**config.mk**
```make
export PLATFORM = sky130hd
export DESIGN_NAME = tbpr_ram
export DESIGN_NICKNAME = d
export VERILOG_FILES = /design/src/hdl/tbpr_ram.sv
export SDC_FILE = /design/constraint.sdc
export NUM_CORES = 2
export LEC_CHECK = 0
export BUFFER_PORTS_ARGS = -buffer_cell sky130_fd_sc_hd__buf_4
export CELL_PAD_IN_SITES_DETAIL_PLACEMENT = 2
export CELL_PAD_IN_SITES_GLOBAL_PLACEMENT = 2
export CORE_ASPECT_RATIO = 0.9
export CORE_MARGIN = 8
export CORE_UTILIZATION = 50
export DETAILED_ROUTE_END_ITERATION = 10
export GPL_TIMING_DRIVEN = 0
export PLACE_DENSITY = 0.78
export SYNTH_ARGS = -nofsm -noshare
export SYNTH_HDL_FRONTEND = slang
export SYNTH_SLANG_ARGS = --single-unit
```
**constraint.sdc**
```tcl
create_clock -name clock -period 3.55 [get_ports clock]
set_input_delay 0.1775 -clock clock [delete_from_list [all_inputs] [get_ports clock]]
set_output_delay 0.1775 -clock clock [all_outputs]
set_load 0.1 [all_outputs]
```
**src/hdl/tbpr_ram.sv**
```systemverilog
module tbpr_ram #(
   parameter int WIDTH = 8,
   parameter int DEPTH = 256
) (
   input  logic                                       clock,
   input  logic                                       wr_en,
   input  logic [((DEPTH > 1) ? $clog2(DEPTH) : 1)-1:0] wr_addr,
   input  logic [WIDTH-1:0]                           wr_data,
   input  logic                                       rd_en,
   input  logic [((DEPTH > 1) ? $clog2(DEPTH) : 1)-1:0] rd_addr,
   output logic [WIDTH-1:0]                           rd_data
);

   logic [WIDTH-1:0] mem_ff [DEPTH];
   logic [WIDTH-1:0] rd_data_ff;

   always_ff @(posedge clock) begin
      if (wr_en) begin
         mem_ff[wr_addr] <= wr_data;
      end
      if (rd_en) begin
         rd_data_ff <= mem_ff[rd_addr];
      end
   end

   assign rd_data = rd_data_ff;

endmodule

```
# Yosys cells after proc, flatten, opt, wreduce, memory -nomap -nowiden
# Memories as Yosys holds them, arrays and structs flattened. A register that Yosys moved wholly into a read port is not among the register bits.
# Cells that the tools add are included.
[word_totals] inputBits=27 memories=1 out_inout_bits=8 mem_bits_rw=2048 ff_bits=0
[classes] n_mux=2
[memory_table] name="mem_ff" depth=256 word_bits=8 read_ports=1 rd_ports_with_merged_regs=1 write_ports=1 line_no="14" rtl="logic [WIDTH-1:0] mem_ff [DEPTH];"
[ops] op="1-bit 2-to-1 mux" n=2

# Longest topological paths before layout
[logic_depth] depth_word=2 depth_mapped=11 depth_no_buf=6

# Least setup slack after synthesis
# Ideal clock, no wire load.
[synth_timing] kind="input to register" start="input rd_addr[0] in the netlist's numbering" end="register rd_data_ff[2], in the netlist rd_data[2], read port of mem_ff (data pin)" t_arrival_ns=1.985 setup_slack_ns=1.296 cell_stages=9 n_path_buf=4 path_cell_list="buf_6 > buf_12 > buf_8 > buf_2 > mux4_2 > a22oi_1 > a21oi_1 > nor4_1 > nor4_2"
[synth_lines] element="start, declared" line_no="10" rtl="input logic [((DEPTH > 1) ? $clog2(DEPTH) : 1)-1:0] rd_addr,"
[synth_lines] element="end, declared" line_no="15" rtl="logic [WIDTH-1:0] rd_data_ff;"

==> impl_metrics.csv <==
group,metric,value,unit
run_status,status,"finished, violations left",
run_status,violations,"max-capacitance violations, max-slew violations, negative setup slack",
clock_tree,cts_setup_buffers,0,
die,dieArea,172000,um2
synthesis,yosys_warnings,0,
power,seqPwrFrac,0.512,
clock_tree,clk_pin_slew,70,ps
clock_tree,cts-htree-levels,4,
min_path,hp-class,"in2reg",
clock_tree,clk_latency,880,ps
die,io_pins,35,
critical_path,cp_max_fo,11,
synthesis,synthFlopType,"edfxtp_1",
critical_path,cp_slowest_cell,"a2111oi_1",
placed_design,dpl.cell_count,5890,
die,die_h,395,um
drt,drcViolationCount,0,
global_route,grt_pass1_vias,48100,
finish,fin_nets,4018,
critical_path,max_stage_delay,1290,ps
timing,whs,204,ps
synthesis,ys_seq_area_frac,0.775,
synthesis,postSynthCellCount,3733,
synthesis,synth-edff-count,2056,
synthesis,async_reset_ff_frac,0,
power,pwr-share-clk,0.424,
critical_path,cp.arrival,4600,ps
power,total_power,52.4,mW
finish,design_area,89700,um2
power,p_comb_frac,0.064,
min_path,min_to,"rd_data[7]",
power,switching_power,13.0,mW
critical_path,r2r_end,"rd_data[3]",
global_route,grt_pass1_wl,451000,um
drt,dr.pass1.iters,6,
drt,wl_per_cell,54.6,um
power,netSwitchingFraction,0.247,
drt,routed_via_density,7.56,
critical_path,reg2reg_from,"mem_ff[82][3]",
critical_path,end_kind,"register",
power,internal_power,39.4,mW
timing,finalCritPeriodShare,1.15,
critical_path,startpoint_type,"primary input",
synthesis,syn_nets,3760,
timing,setup_slack,-515,ps
timing,timing.final.setup_violations,8,
placed_design,numPortBuffers,27,
critical_path,critPathKind,"in2reg",
power,p_leak,27.6,nW
synthesis,syn_area_per_cell,21.3,um2
finish,fillers,12900,
placed_design,hpwl,212000,um
timing,fmax,246,MHz
global_route,grt.total_usage,0.388,
global_route,grt_antenna_before_repair,35,
finish,syn_to_final_growth,12.7,%
critical_path,crit_chain,"buf_4 > buf_4 > clkbuf_2 > clkbuf_1 > clkbuf_2 > a2111oi_1 > nor3_1 > nor4_1",
clock_tree,clk_path_buf_depth,3,
synthesis,synthesis.area,79600,um2
drt,first_iter_violations,8424,
clock_tree,cts_buffers,203,
synthesis,synth_seq_cells,2056,
clock_tree,clockRootBuffer,"clkbuf_16",
critical_path,worstRegToRegCells,6,
critical_path,reg2reg_slack,-150,ps
timing,tightest_slew,1630,ps
global_route,grt_max_degree,149,
drt,ant_nets,0,
die,die_x,437,um
synthesis,ys_types,54,
drt,num_vias,47700,
power,power-per-cell-area,584,nW/um2
global_route,grt_overflow,0,
timing,fin_crit,4060,ps
timing,relSlewSlack,-0.0892,
die,placementRows,139,
power,ir_drop,0.473,mV
die,floorplan.initialDensity,0.502,
clock_tree,cts.sinks,2056,
min_path,hold_start,"rd_en",
finish,drive_gt1_frac,0.232,
placed_design,postPlaceCellArea,82900,um2
timing,fin_tns_setup,-2050,ps
die,core_area,159000,um2
finish,fin_cells,6308,
critical_path,critical_path_required,4080,ps
drt,wl,344000,um
timing,final_max_slew_viol_count,27,
timing,finalHoldViolations,0,
min_path,whs_path_depth,2,
timing,fin_skew,49.0,ps
placed_design,gp_congestion,0.929,
job,maxCapViolCount,3,
clock_tree,cts_tree,"built",
-- cells by family (layout without fill, tap and decap cells) --
family / after synthesis / count (layout) / synth area share
AOI/OAI and AO/OA: 385 / 385 / 0.0342
buffers and inverters: 235 / 656 / 0.0183
DFF: 2056 / 2056 / 0.775
muxes: 591 / 591 / 0.146
other: 0 / 39 / 0
and+or+nand+nor: 466 / 466 / 0.0263
-- metal layers --
layer	part of all wire	routed length [um]	vias up	global-route usage
li1	-	-	16300	-
met1	0.33	115000	25300	0.479
met2	0.46	158000	4828	0.597
met3	0.13	44500	1242	0.123
met4	0.077	26400	19	0.246
met5	0.00041	141	-	0
-- final cells by class --
| type | count | area (um2) | area share |
|---|---|---|---|
| Sequential cell | 2056 | 61700 | 0.688 |
| Clock inverter | 121 | 960 | 0.0107 |
| Inverter | 2 | 7.51 | 0.0000837 |
| Tap cell | 2115 | 2650 | 0.0295 |
| Multi-Input combinational cell | 1442 | 16600 | 0.185 |
| Clock buffer | 247 | 5370 | 0.0599 |
| Buffer | 233 | 1570 | 0.0175 |
| Timing Repair Buffer | 53 | 731 | 0.00814 |
| Antenna cell | 39 | 97.6 | 0.00109 |
-- worst max path at each step --
stage | cells after the start | slack (ps) | end | startpoint
after floorplan | 9 | 1300 | rd_data[2] | rd_addr[0]
after global placement | 8 | -1810 | rd_data[0] | rd_addr[2]
after detailed placement | 10 | -1670 | rd_data[7] | rd_addr[1]
after CTS | 10 | -30 | rd_data[4] | rd_addr[1]
after global routing | 8 | -170 | rd_data[1] | rd_addr[4]
final | 8 | -510 | rd_data[1] | rd_addr[4]
-- critical path, delay by kind of cell --
kind                   cells  cell delay [ps]
AND/OR/NAND/NOR            2             1030
buffers and inverters      5             2030
AO/OA/AOI/OAI              1             1290
-- placed cells by master, fill, tap and decap left out, drive strengths merged, types with 4 or more instances in the layout --
master / count
a2111oi: 5
a211oi: 16
a21oi: 96
a221oi: 14
a22o: 8
a22oi: 133
and2: 6
buf: 157
bufinv: 14
clkbuf: 360
clkdlybuf4s15: 7
clkinv: 98
clkinvlp: 6
diode: 39
dlygate4sd3: 9
edfxtp: 2056
inv: 5
mux2i: 134
mux4: 456
nand2: 33
nand2b: 8
nand3: 34
nand4: 10
nor2: 282
nor2b: 31
nor3: 22
nor4: 27
o211ai: 10
o21ai: 12
o221ai: 47
o22a: 5
o22ai: 28
o32ai: 5
or2: 4
-- Yosys cell counts (3+ instances only) --
| cell | number | area share |
|---|---|---|
| nand2b_1 | 8 | 0.00063 |
| nand3_1 | 34 | 0.0021 |
| a211oi_1 | 16 | 0.0015 |
| o22ai_1 | 28 | 0.0022 |
| a21oi_1 | 96 | 0.0060 |
| mux4_2 | 454 | 0.13 |
| o221ai_1 | 46 | 0.0051 |
| buf_1 | 22 | 0.0010 |
| buf_4 | 27 | 0.0025 |
| a22oi_1 | 133 | 0.013 |
| nor3_1 | 22 | 0.0014 |
| mux2i_1 | 134 | 0.017 |
| buf_8 | 13 | 0.0025 |
| a221oi_1 | 13 | 0.0014 |
| buf_2 | 31 | 0.0019 |
| buf_6 | 21 | 0.0030 |
| nand2_1 | 33 | 0.0016 |
| buf_12 | 8 | 0.0020 |
| nand4_1 | 10 | 0.00079 |
| nor4_1 | 24 | 0.0019 |
| nor2_1 | 282 | 0.013 |
| o32ai_1 | 4 | 0.00044 |
| nor4_2 | 3 | 0.00047 |
| and2_1 | 6 | 0.00047 |
| o22a_1 | 5 | 0.00055 |
| nor2b_1 | 31 | 0.0024 |
| o21ai_0 | 10 | 0.00063 |
| or2_2 | 4 | 0.00031 |
| o211ai_1 | 10 | 0.00094 |
| clkbuf_1 | 111 | 0.0052 |
| edfxtp_1 | 2056 | 0.78 |
| a22o_1 | 8 | 0.00088 |
-- state kept, by name (all words and copies together), names as in the netlist --
register,cells
mem_ff,2048
rd_data,8
-- per-stage QoR --
step           utilization  worst slack (ps)
6_report             0.565              -515
5_1_grt              0.565              -169
4_1_cts              0.564             -30.0
3_5_place_dp         0.522             -1670
3_3_place_gp         0.519             -1810
2_1_floorplan            -              1300
-- power by group through the flow --
| stage | registers [mW] | logic, mW | clock network, mW |
|---|---|---|---|
| floorplan | 27.4 | 1.30 | 0 |
| global placement | 27.3 | 2.80 | 0 |
| detailed placement | 27.3 | 3.07 | 0 |
| CTS | 26.8 | 3.18 | 22.0 |
| global route | 26.8 | 3.28 | 22.8 |
| finish | 26.8 | 3.35 | 22.2 |
-- timing repair --
action / CTS / global route
hold buffers: 8 / 1
pin swaps: 0 / 0
setup endpoints to repair: 8 / 8
hold endpoints to repair: 361 / 6
gates resized for setup: 51 / 20
No activity file was read; power rests on OpenSTA's default activity.
