File: src/hdl/tbpr_pkg.sv
package tbpr_pkg;

   // Sizing of the stores
   localparam int MAX_WINDOWS   = 8;
   localparam int TILE_COUNT    = 1024;
   localparam int PALETTE_BANKS = 16;
   localparam int COORD_BITS    = 12;

   localparam int MAP_DEPTH   = 1024;
   localparam int MAP_AW      = 10;
   localparam int TEXEL_DEPTH = TILE_COUNT * 32;
   localparam int TEXEL_AW    = $clog2(TEXEL_DEPTH);
   localparam int COLOR_DEPTH = PALETTE_BANKS * 16;
   localparam int COLOR_AW    = $clog2(COLOR_DEPTH);
   localparam int WIN_IW      = (MAX_WINDOWS > 1) ? $clog2(MAX_WINDOWS) : 1;

   // Field widths fixed by the interface
   localparam int COORD_W     = 12;
   localparam int WIN_COUNT_W = 4;
   localparam int WIN_N_W     = 6;
   localparam int CSR_IDX_W   = 4;
   localparam int CSR_DATA_W  = 8;

   localparam logic [COORD_W-1:0] COORD_MASK = COORD_W'((1 << COORD_BITS) - 1);

   // Request codes
   localparam logic [2:0] REQ_MAP_WR   = 3'd0;
   localparam logic [2:0] REQ_TEXEL_WR = 3'd1;
   localparam logic [2:0] REQ_COLOR_WR = 3'd2;
   localparam logic [2:0] REQ_WIN_WR   = 3'd3;
   localparam logic [2:0] REQ_RENDER   = 3'd4;

   // Register indexes
   localparam logic [CSR_IDX_W-1:0] CSR_SCROLL_X      = 4'd0;
   localparam logic [CSR_IDX_W-1:0] CSR_SCROLL_Y      = 4'd1;
   localparam logic [CSR_IDX_W-1:0] CSR_LAYER_DISABLE = 4'd2;
   localparam logic [CSR_IDX_W-1:0] CSR_WINDOW_COUNT  = 4'd3;

   // c * 255 / 31, truncated, for every 5-bit channel value
   localparam logic [7:0] EXPAND5_TABLE [0:31] = '{
      8'd0,   8'd8,   8'd16,  8'd24,  8'd32,  8'd41,  8'd49,  8'd57,
      8'd65,  8'd74,  8'd82,  8'd90,  8'd98,  8'd106, 8'd115, 8'd123,
      8'd131, 8'd139, 8'd148, 8'd156, 8'd164, 8'd172, 8'd180, 8'd189,
      8'd197, 8'd205, 8'd213, 8'd222, 8'd230, 8'd238, 8'd246, 8'd255
   };

   typedef struct packed {
      logic [2:0]          req_type;
      logic [14:0]         mem_index;
      logic [15:0]         write_value;
      logic [11:0]         pixel_x;
      logic [11:0]         pixel_y;
      logic signed [15:0]  win_left;
      logic signed [15:0]  win_top;
      logic signed [15:0]  win_width;
      logic signed [15:0]  win_height;
   } req_item_type;

   typedef struct packed {
      logic [31:0] argb_color;
      logic        drawn;
   } rsp_item_type;

   typedef struct packed {
      logic                en;
      logic [WIN_IW-1:0]   idx;
      logic signed [15:0]  left;
      logic signed [15:0]  top;
      logic signed [15:0]  width;
      logic signed [15:0]  height;
   } win_wr_type;

endpackage

File: src/hdl/tbpr_window.sv
module tbpr_window import tbpr_pkg::*; (
   input  logic                    clock,
   input  win_wr_type              wr,
   input  logic [WIN_COUNT_W-1:0]  count,
   input  logic [COORD_W-1:0]      x,
   input  logic [COORD_W-1:0]      y,
   output logic                    hit
);

   logic signed [17:0] left_ff   [MAX_WINDOWS];
   logic signed [17:0] right_ff  [MAX_WINDOWS];
   logic signed [17:0] top_ff    [MAX_WINDOWS];
   logic signed [17:0] bottom_ff [MAX_WINDOWS];

   logic signed [17:0] left_in, right_in, top_in, bottom_in;
   logic signed [17:0] xs, ys;
   logic [WIN_N_W-1:0] n_eff;
   logic [MAX_WINDOWS-1:0] hit_vec;

   // Keep the far edges precomputed; an empty rectangle ends at or before its start
   always_comb begin
      left_in   = 18'(wr.left);
      top_in    = 18'(wr.top);
      right_in  = 18'(wr.left) + 18'(wr.width);
      bottom_in = 18'(wr.top) + 18'(wr.height);
   end

   always_ff @(posedge clock) begin
      if (wr.en) begin
         left_ff[wr.idx]   <= left_in;
         right_ff[wr.idx]  <= right_in;
         top_ff[wr.idx]    <= top_in;
         bottom_ff[wr.idx] <= bottom_in;
      end
   end

   always_comb begin
      xs = signed'({6'b0, x});
      ys = signed'({6'b0, y});
      if ({2'b0, count} > WIN_N_W'(MAX_WINDOWS)) begin
         n_eff = WIN_N_W'(MAX_WINDOWS);
      end else begin
         n_eff = {2'b0, count};
      end
      for (int i = 0; i < MAX_WINDOWS; i++) begin
         hit_vec[i] = (WIN_N_W'(i) < n_eff) &&
                      (xs >= left_ff[i]) && (xs < right_ff[i]) &&
                      (ys >= top_ff[i]) && (ys < bottom_ff[i]);
      end
      hit = |hit_vec;
   end

endmodule

File: config.mk
export PLATFORM = sky130hd
export DESIGN_NAME = tbpr_window
export DESIGN_NICKNAME = d
export VERILOG_FILES = /design/src/hdl/tbpr_pkg.sv /design/src/hdl/tbpr_window.sv
export SDC_FILE = /design/constraint.sdc
export NUM_CORES = 1
export LEC_CHECK = 0
export BUFFER_PORTS_ARGS = -buffer_cell sky130_fd_sc_hd__buf_2
export CORE_ASPECT_RATIO = 1.2
export CORE_MARGIN = 5
export CORE_UTILIZATION = 60
export DETAILED_ROUTE_END_ITERATION = 7
export GPL_ROUTABILITY_DRIVEN = 0
export HOLD_SLACK_MARGIN = 0.02
export PLACE_DENSITY_LB_ADDON = 0.2
export SLEW_MARGIN = 40
export SYNTH_ARGS = -nofsm -noshare
export SYNTH_HDL_FRONTEND = slang
export SYNTH_SLANG_ARGS = --single-unit
export TNS_END_PERCENT = 10
File: constraint.sdc
create_clock -name clock -period 7.5 [get_ports clock]
set_clock_uncertainty 0.15 [all_clocks]
set_input_delay 0 -clock clock [delete_from_list [all_inputs] [get_ports clock]]
set_output_delay 0 -clock clock [all_outputs]
set_load 0.02 [all_outputs]
### Word level (Yosys, flattened, before mapping)

Memory sizes are Yosys's and may differ from the RTL's.
Index checks and enable logic that the tools add are counted.

* bits of input ports: 97
* RAM bits: 576
* word-level logic and storage cells: 83
* memories: 4
* output and inout port bits: 1
* register bits after elaboration: 0

Memory list
* bottom_ff: depth 8, bits a word 18, rd ports 8, clocked after memory_dff 0, write ports 1, RTL line tbpr_window.sv:13 `logic signed [17:0] bottom_ff [MAX_WINDOWS];`
* left_ff: depth 8, bits a word 18, rd ports 8, clocked after memory_dff 0, write ports 1, RTL line tbpr_window.sv:10 `logic signed [17:0] left_ff [MAX_WINDOWS];`
* right_ff: depth 8, bits a word 18, rd ports 8, clocked after memory_dff 0, write ports 1, RTL line tbpr_window.sv:11 `logic signed [17:0] right_ff [MAX_WINDOWS];`
* top_ff: depth 8, bits a word 18, rd ports 8, clocked after memory_dff 0, write ports 1, RTL line tbpr_window.sv:12 `logic signed [17:0] top_ff [MAX_WINDOWS];`

* $lt $le $gt $ge: 41
* $add $sub $neg: 2
* reduce and logical (&&, ||, !) cells: 33
* mux-type cells: 3

Operator list (number)
* >= comparator 13 x 18 -> 1 bit: 16
* < comparator 13 x 18 -> 1 bit: 16
* adder 16 x 16 -> 17 bit: 2
* logical AND 1 bit: 32
* < comparator 3 x 6 -> 1 bit, first input constant: 4
* < comparator 1 x 6 -> 1 bit, first input constant: 2
* < comparator 2 x 6 -> 1 bit, first input constant: 2
* OR reduction 8 bit: 1
* > comparator 4 bit, second input constant: 1
* 2-to-1 mux 4 bit: 1
* 2-to-1 mux 1 bit: 2

### Depth between registers and ports, before layout

* word-level depth: 8
* mapped depth: 11
* gate-level depth less buffers: 11

### Least setup slack after synthesis

No wires, ideal clock.

* kind: in2reg
* start: input wr[65] in the netlist's numbering
* end: memory bottom_ff[0][0], enable pin
* library setup time: 572 ps
* data required time: 6778 ps
* stages on the path: 2
* arrival: 4664 ps
* path slack: 2115 ps
* buffers on the path: 0
* cell sequence: nand2b_1 nor3_1

RTL lines
* start, declared: RTL line tbpr_window.sv:3 `input win_wr_type wr,`
* end, declared: RTL line tbpr_window.sv:13

No word-level cell before the write port.

==> impl_summary.log <==
INFO  metric drtIter0Drc = 1,034
INFO  metric ctsRootBufferMaster = clkbuf_16
INFO  metric power.switching = 1.602 mW
INFO  metric min_path_type = in2reg
INFO  metric vias_per_cell = 5.876
INFO  metric worst_path_max_delay_cell = a2111oi_1
INFO  metric post-route-min-period = 3.932 ns
INFO  metric synth_area_per_cell = 13.24 µm²
INFO  metric power.sequential.fraction = 51.5%
INFO  metric antenna_violations_before_repair = 0
INFO  metric critPathArrivalTime = 3.78 ns
INFO  metric power_report.internal_total = 5.135 mW
INFO  metric leakage = 12.94 nW
INFO  metric number_of_synthesized_flops_with_an_enable_pin = 528
INFO  metric power.density_cell_area = 222.3 nW/µm²
INFO  metric post_cts_resize_count = 0
INFO  metric violations = negative hold slack
INFO  metric synth_area = 26,690 µm²
INFO  metric max_frequency = 254.3 MHz
INFO  metric startpoint_type = flip-flop
INFO  metric hpwl = 41,320 µm
INFO  metric worst_hold_path.num_cells = 3
INFO  metric initial_standard_cell_utilization_of_the_core = 60.75%
INFO  metric clock_power_share = 37.4%
INFO  metric power.share.combinational = 11.2%
INFO  metric flow.area_growth_from_synthesis = 13.55%
INFO  metric ys_top_cells_by_count = 528 x edfxtp_1, 400 x ha_1, 376 x inv_1
INFO  metric drtAntennaViolNets = 0
INFO  metric most_frequent_cell_after_synthesis = edfxtp_1
INFO  metric synth_top_area_share = 59.41%
INFO  metric synth.lib_cells_used.distinct = 59
INFO  metric route.detailed.drc = 0
INFO  metric setup_repair_after_global_routing_missed_its_margin = no
INFO  metric tritoncts_sinks = 528
INFO  metric detail_route.first_pass.iterations = 5
INFO  metric route.final.wire_length = 60,720 µm
INFO  metric drive_gt1_share = 8.891%
INFO  metric crit_type = reg2out
INFO  metric holdWs = -0.007644 ns
INFO  metric run_status = finished with violations
INFO  metric synth-async-reset-ratio = 0%
INFO  metric finalSetupTns = 0 ns
INFO  metric die_height = 241.0 µm
INFO  metric post-cts-setup-buffers = 0
INFO  metric tritoncts = built
INFO  metric max_slew.worst_pin.slew = 0.9164 ns
INFO  metric die-area = 48,810 µm²
INFO  metric vias = 16,640
INFO  metric cp_slowest_stage_delay = 0.54 ns
INFO  metric h_tree_depth = 2
INFO  metric slew_viol_final = 0
INFO  metric grt_pass1_wl = 92,760 µm
INFO  metric cp_max_fo = 1
INFO  metric ys.warnings.count = 0
INFO  metric grt_overflow = 0
INFO  metric placementRows = 84
INFO  metric synthDominantAreaCellType = edfxtp_1
INFO  metric worst_setup_path_end_kind = output port
INFO  metric antenna-diode-count = 0
INFO  metric postSynthCellCount = 2,015
INFO  metric flop_and_latch_count_out_of_synthesis = 528
INFO  metric vdd.ir_drop.worst = 0.2180 mV
INFO  metric tritoncts.num_buffers = 52
INFO  metric ys_dominant_reg_cell = edfxtp_1
INFO  metric post_detailed_route_wirelength_per_cell = 21.45 µm
INFO  metric finalCoreUtilization = 68.98%
INFO  metric globalRouteTotalUtil = 24.94%
INFO  metric grt_start_max_net_pins = 67
INFO  metric nNetsFinal = 2,732
INFO  metric sequential_fraction_of_the_synthesis_area = 59.41%
INFO  metric critical_path.cell_chain = ha_1 > nand2b_1 > a2111oi_0 > o21ba_1 > o211ai_1 > a2111oi_1 > nor4_1 > nor4b_1 > nand4_1 > buf_2
INFO  metric post-place-ws = 4.085 ns
INFO  metric finalHoldViolations = 7
INFO  metric postSynthNetCount = 2,514
INFO  metric synth.area.top_cells = edfxtp_1 59%, ha_1 19%, inv_1 5.3%, a21oi_1 1.9%, a21o_1 1.5%
INFO  metric slew_headroom = 38.47%
INFO  metric dieWidth = 202.5 µm
INFO  metric pin_count = 98
INFO  metric path_clk_slew = 0.06 ns
INFO  metric fin_crit_sh = 52.42%
INFO  metric report.final.setup_viol = 0
INFO  metric core = 43,930 µm²
INFO  metric power_switching_share = 23.77%
INFO  metric crit_required = 7.35 ns
INFO  metric clock_path_buffers = 3
INFO  metric port_buffers = 97
INFO  metric maxCapViolCount = 0
INFO  metric finalWorstSetupSlack = 3.568 ns
INFO  metric grt_pass1_vias = 17,060
[registers in the layout (all words and copies together) (netlist names)]
name       cells
bottom_ff    136
right_ff     136
left_ff      128
top_ff       128
[power by group through the flow]
| stage | sequential, mW | clock [mW] | combinational, mW |
|---|---|---|---|
| floorplan | 3.52 | 0 | 0.417 |
| global placement | 3.52 | 0 | 0.686 |
| detailed placement | 3.53 | 0 | 0.724 |
| CTS | 3.47 | 2.55 | 0.751 |
| global route | 3.47 | 2.68 | 0.841 |
| finish | 3.47 | 2.52 | 0.752 |
[path summary, 6_finish.rpt]
check | from | endpoint | slack, ns
worst min-delay path | wr[24] | right_ff[4][8] | -0.008
worst max-delay path | top_ff[5][0] | hit | 3.57
[stage by stage]
stage | area [µm²] | total power, mW | cells
after global placement | 27990 | 4.211 | 2679
after floorplan | 26690 | 3.942 | 2015
after CTS | 30220 | 6.763 | 2827
final | 30300 | 6.737 | 2831
after global routing | 30300 | 6.993 | 2831
after detailed placement | 28070 | 4.253 | 2681
[area by class of cell]
class	instances	area, µm²
Sequential cell	528	15860
Fill cell	3024	13630
Multi-Input combinational cell	1107	9517
Inverter	380	1426
Clock buffer	63	1364
Timing Repair Buffer	164	1185
Tap cell	559	699.4
Clock inverter	30	257.7
[cell families (layout without fill, tap and decap cells)]
kind of cell	after synthesis	in the layout	share of synthesized area, %
and+or+nand+nor	278	278	5.476
buffers and inverters	380	637	5.345
adders and majority gates	402	402	18.90
AOI/OAI and AO/OA	399	399	9.944
xor gates and xnor gates	28	28	0.9189
DFF	528	528	59.41
[placed cells by master (no fill, tap or decap), types with 23 or more instances in the layout]
cell,count
a211oi_1,28
a21oi_1,99
nor4_1,23
clkbuf_16,53
ha_1,400
nand2b_1,31
buf_2,97
inv_1,376
nor3_1,32
nand2_1,40
o21ai_1,37
o21a_1,24
edfxtp_1,528
nand3_1,33
nor2_1,44
dlygate4sd3_1,57
o21ai_0,36
a21o_1,54
[per-layer routing]
metal / track usage [%] / wire length [µm]
met1: 29.95 / 23850
met3: 3.252 / 2458
met2: 46.05 / 32030
met4: 9.673 / 2383
met5: 0 / 0
[timing repair]
| action | 4_1_cts | 5_1_grt |
|---|---|---|
| setup endpoints to repair | 0 | 0 |
| hold buffers | 53 | 4 |
| hold endpoints to repair | 470 | 32 |
[critical path, delay by kind of cell, from the launching register on]
kind,cells,cell delay (ns)
compound gates,4,1.37
simple gates,4,0.94
flops,1,0.38
fa+ha+maj,1,0.27
buf+inv,1,0.22
Power figures use the tool's default switching activity.
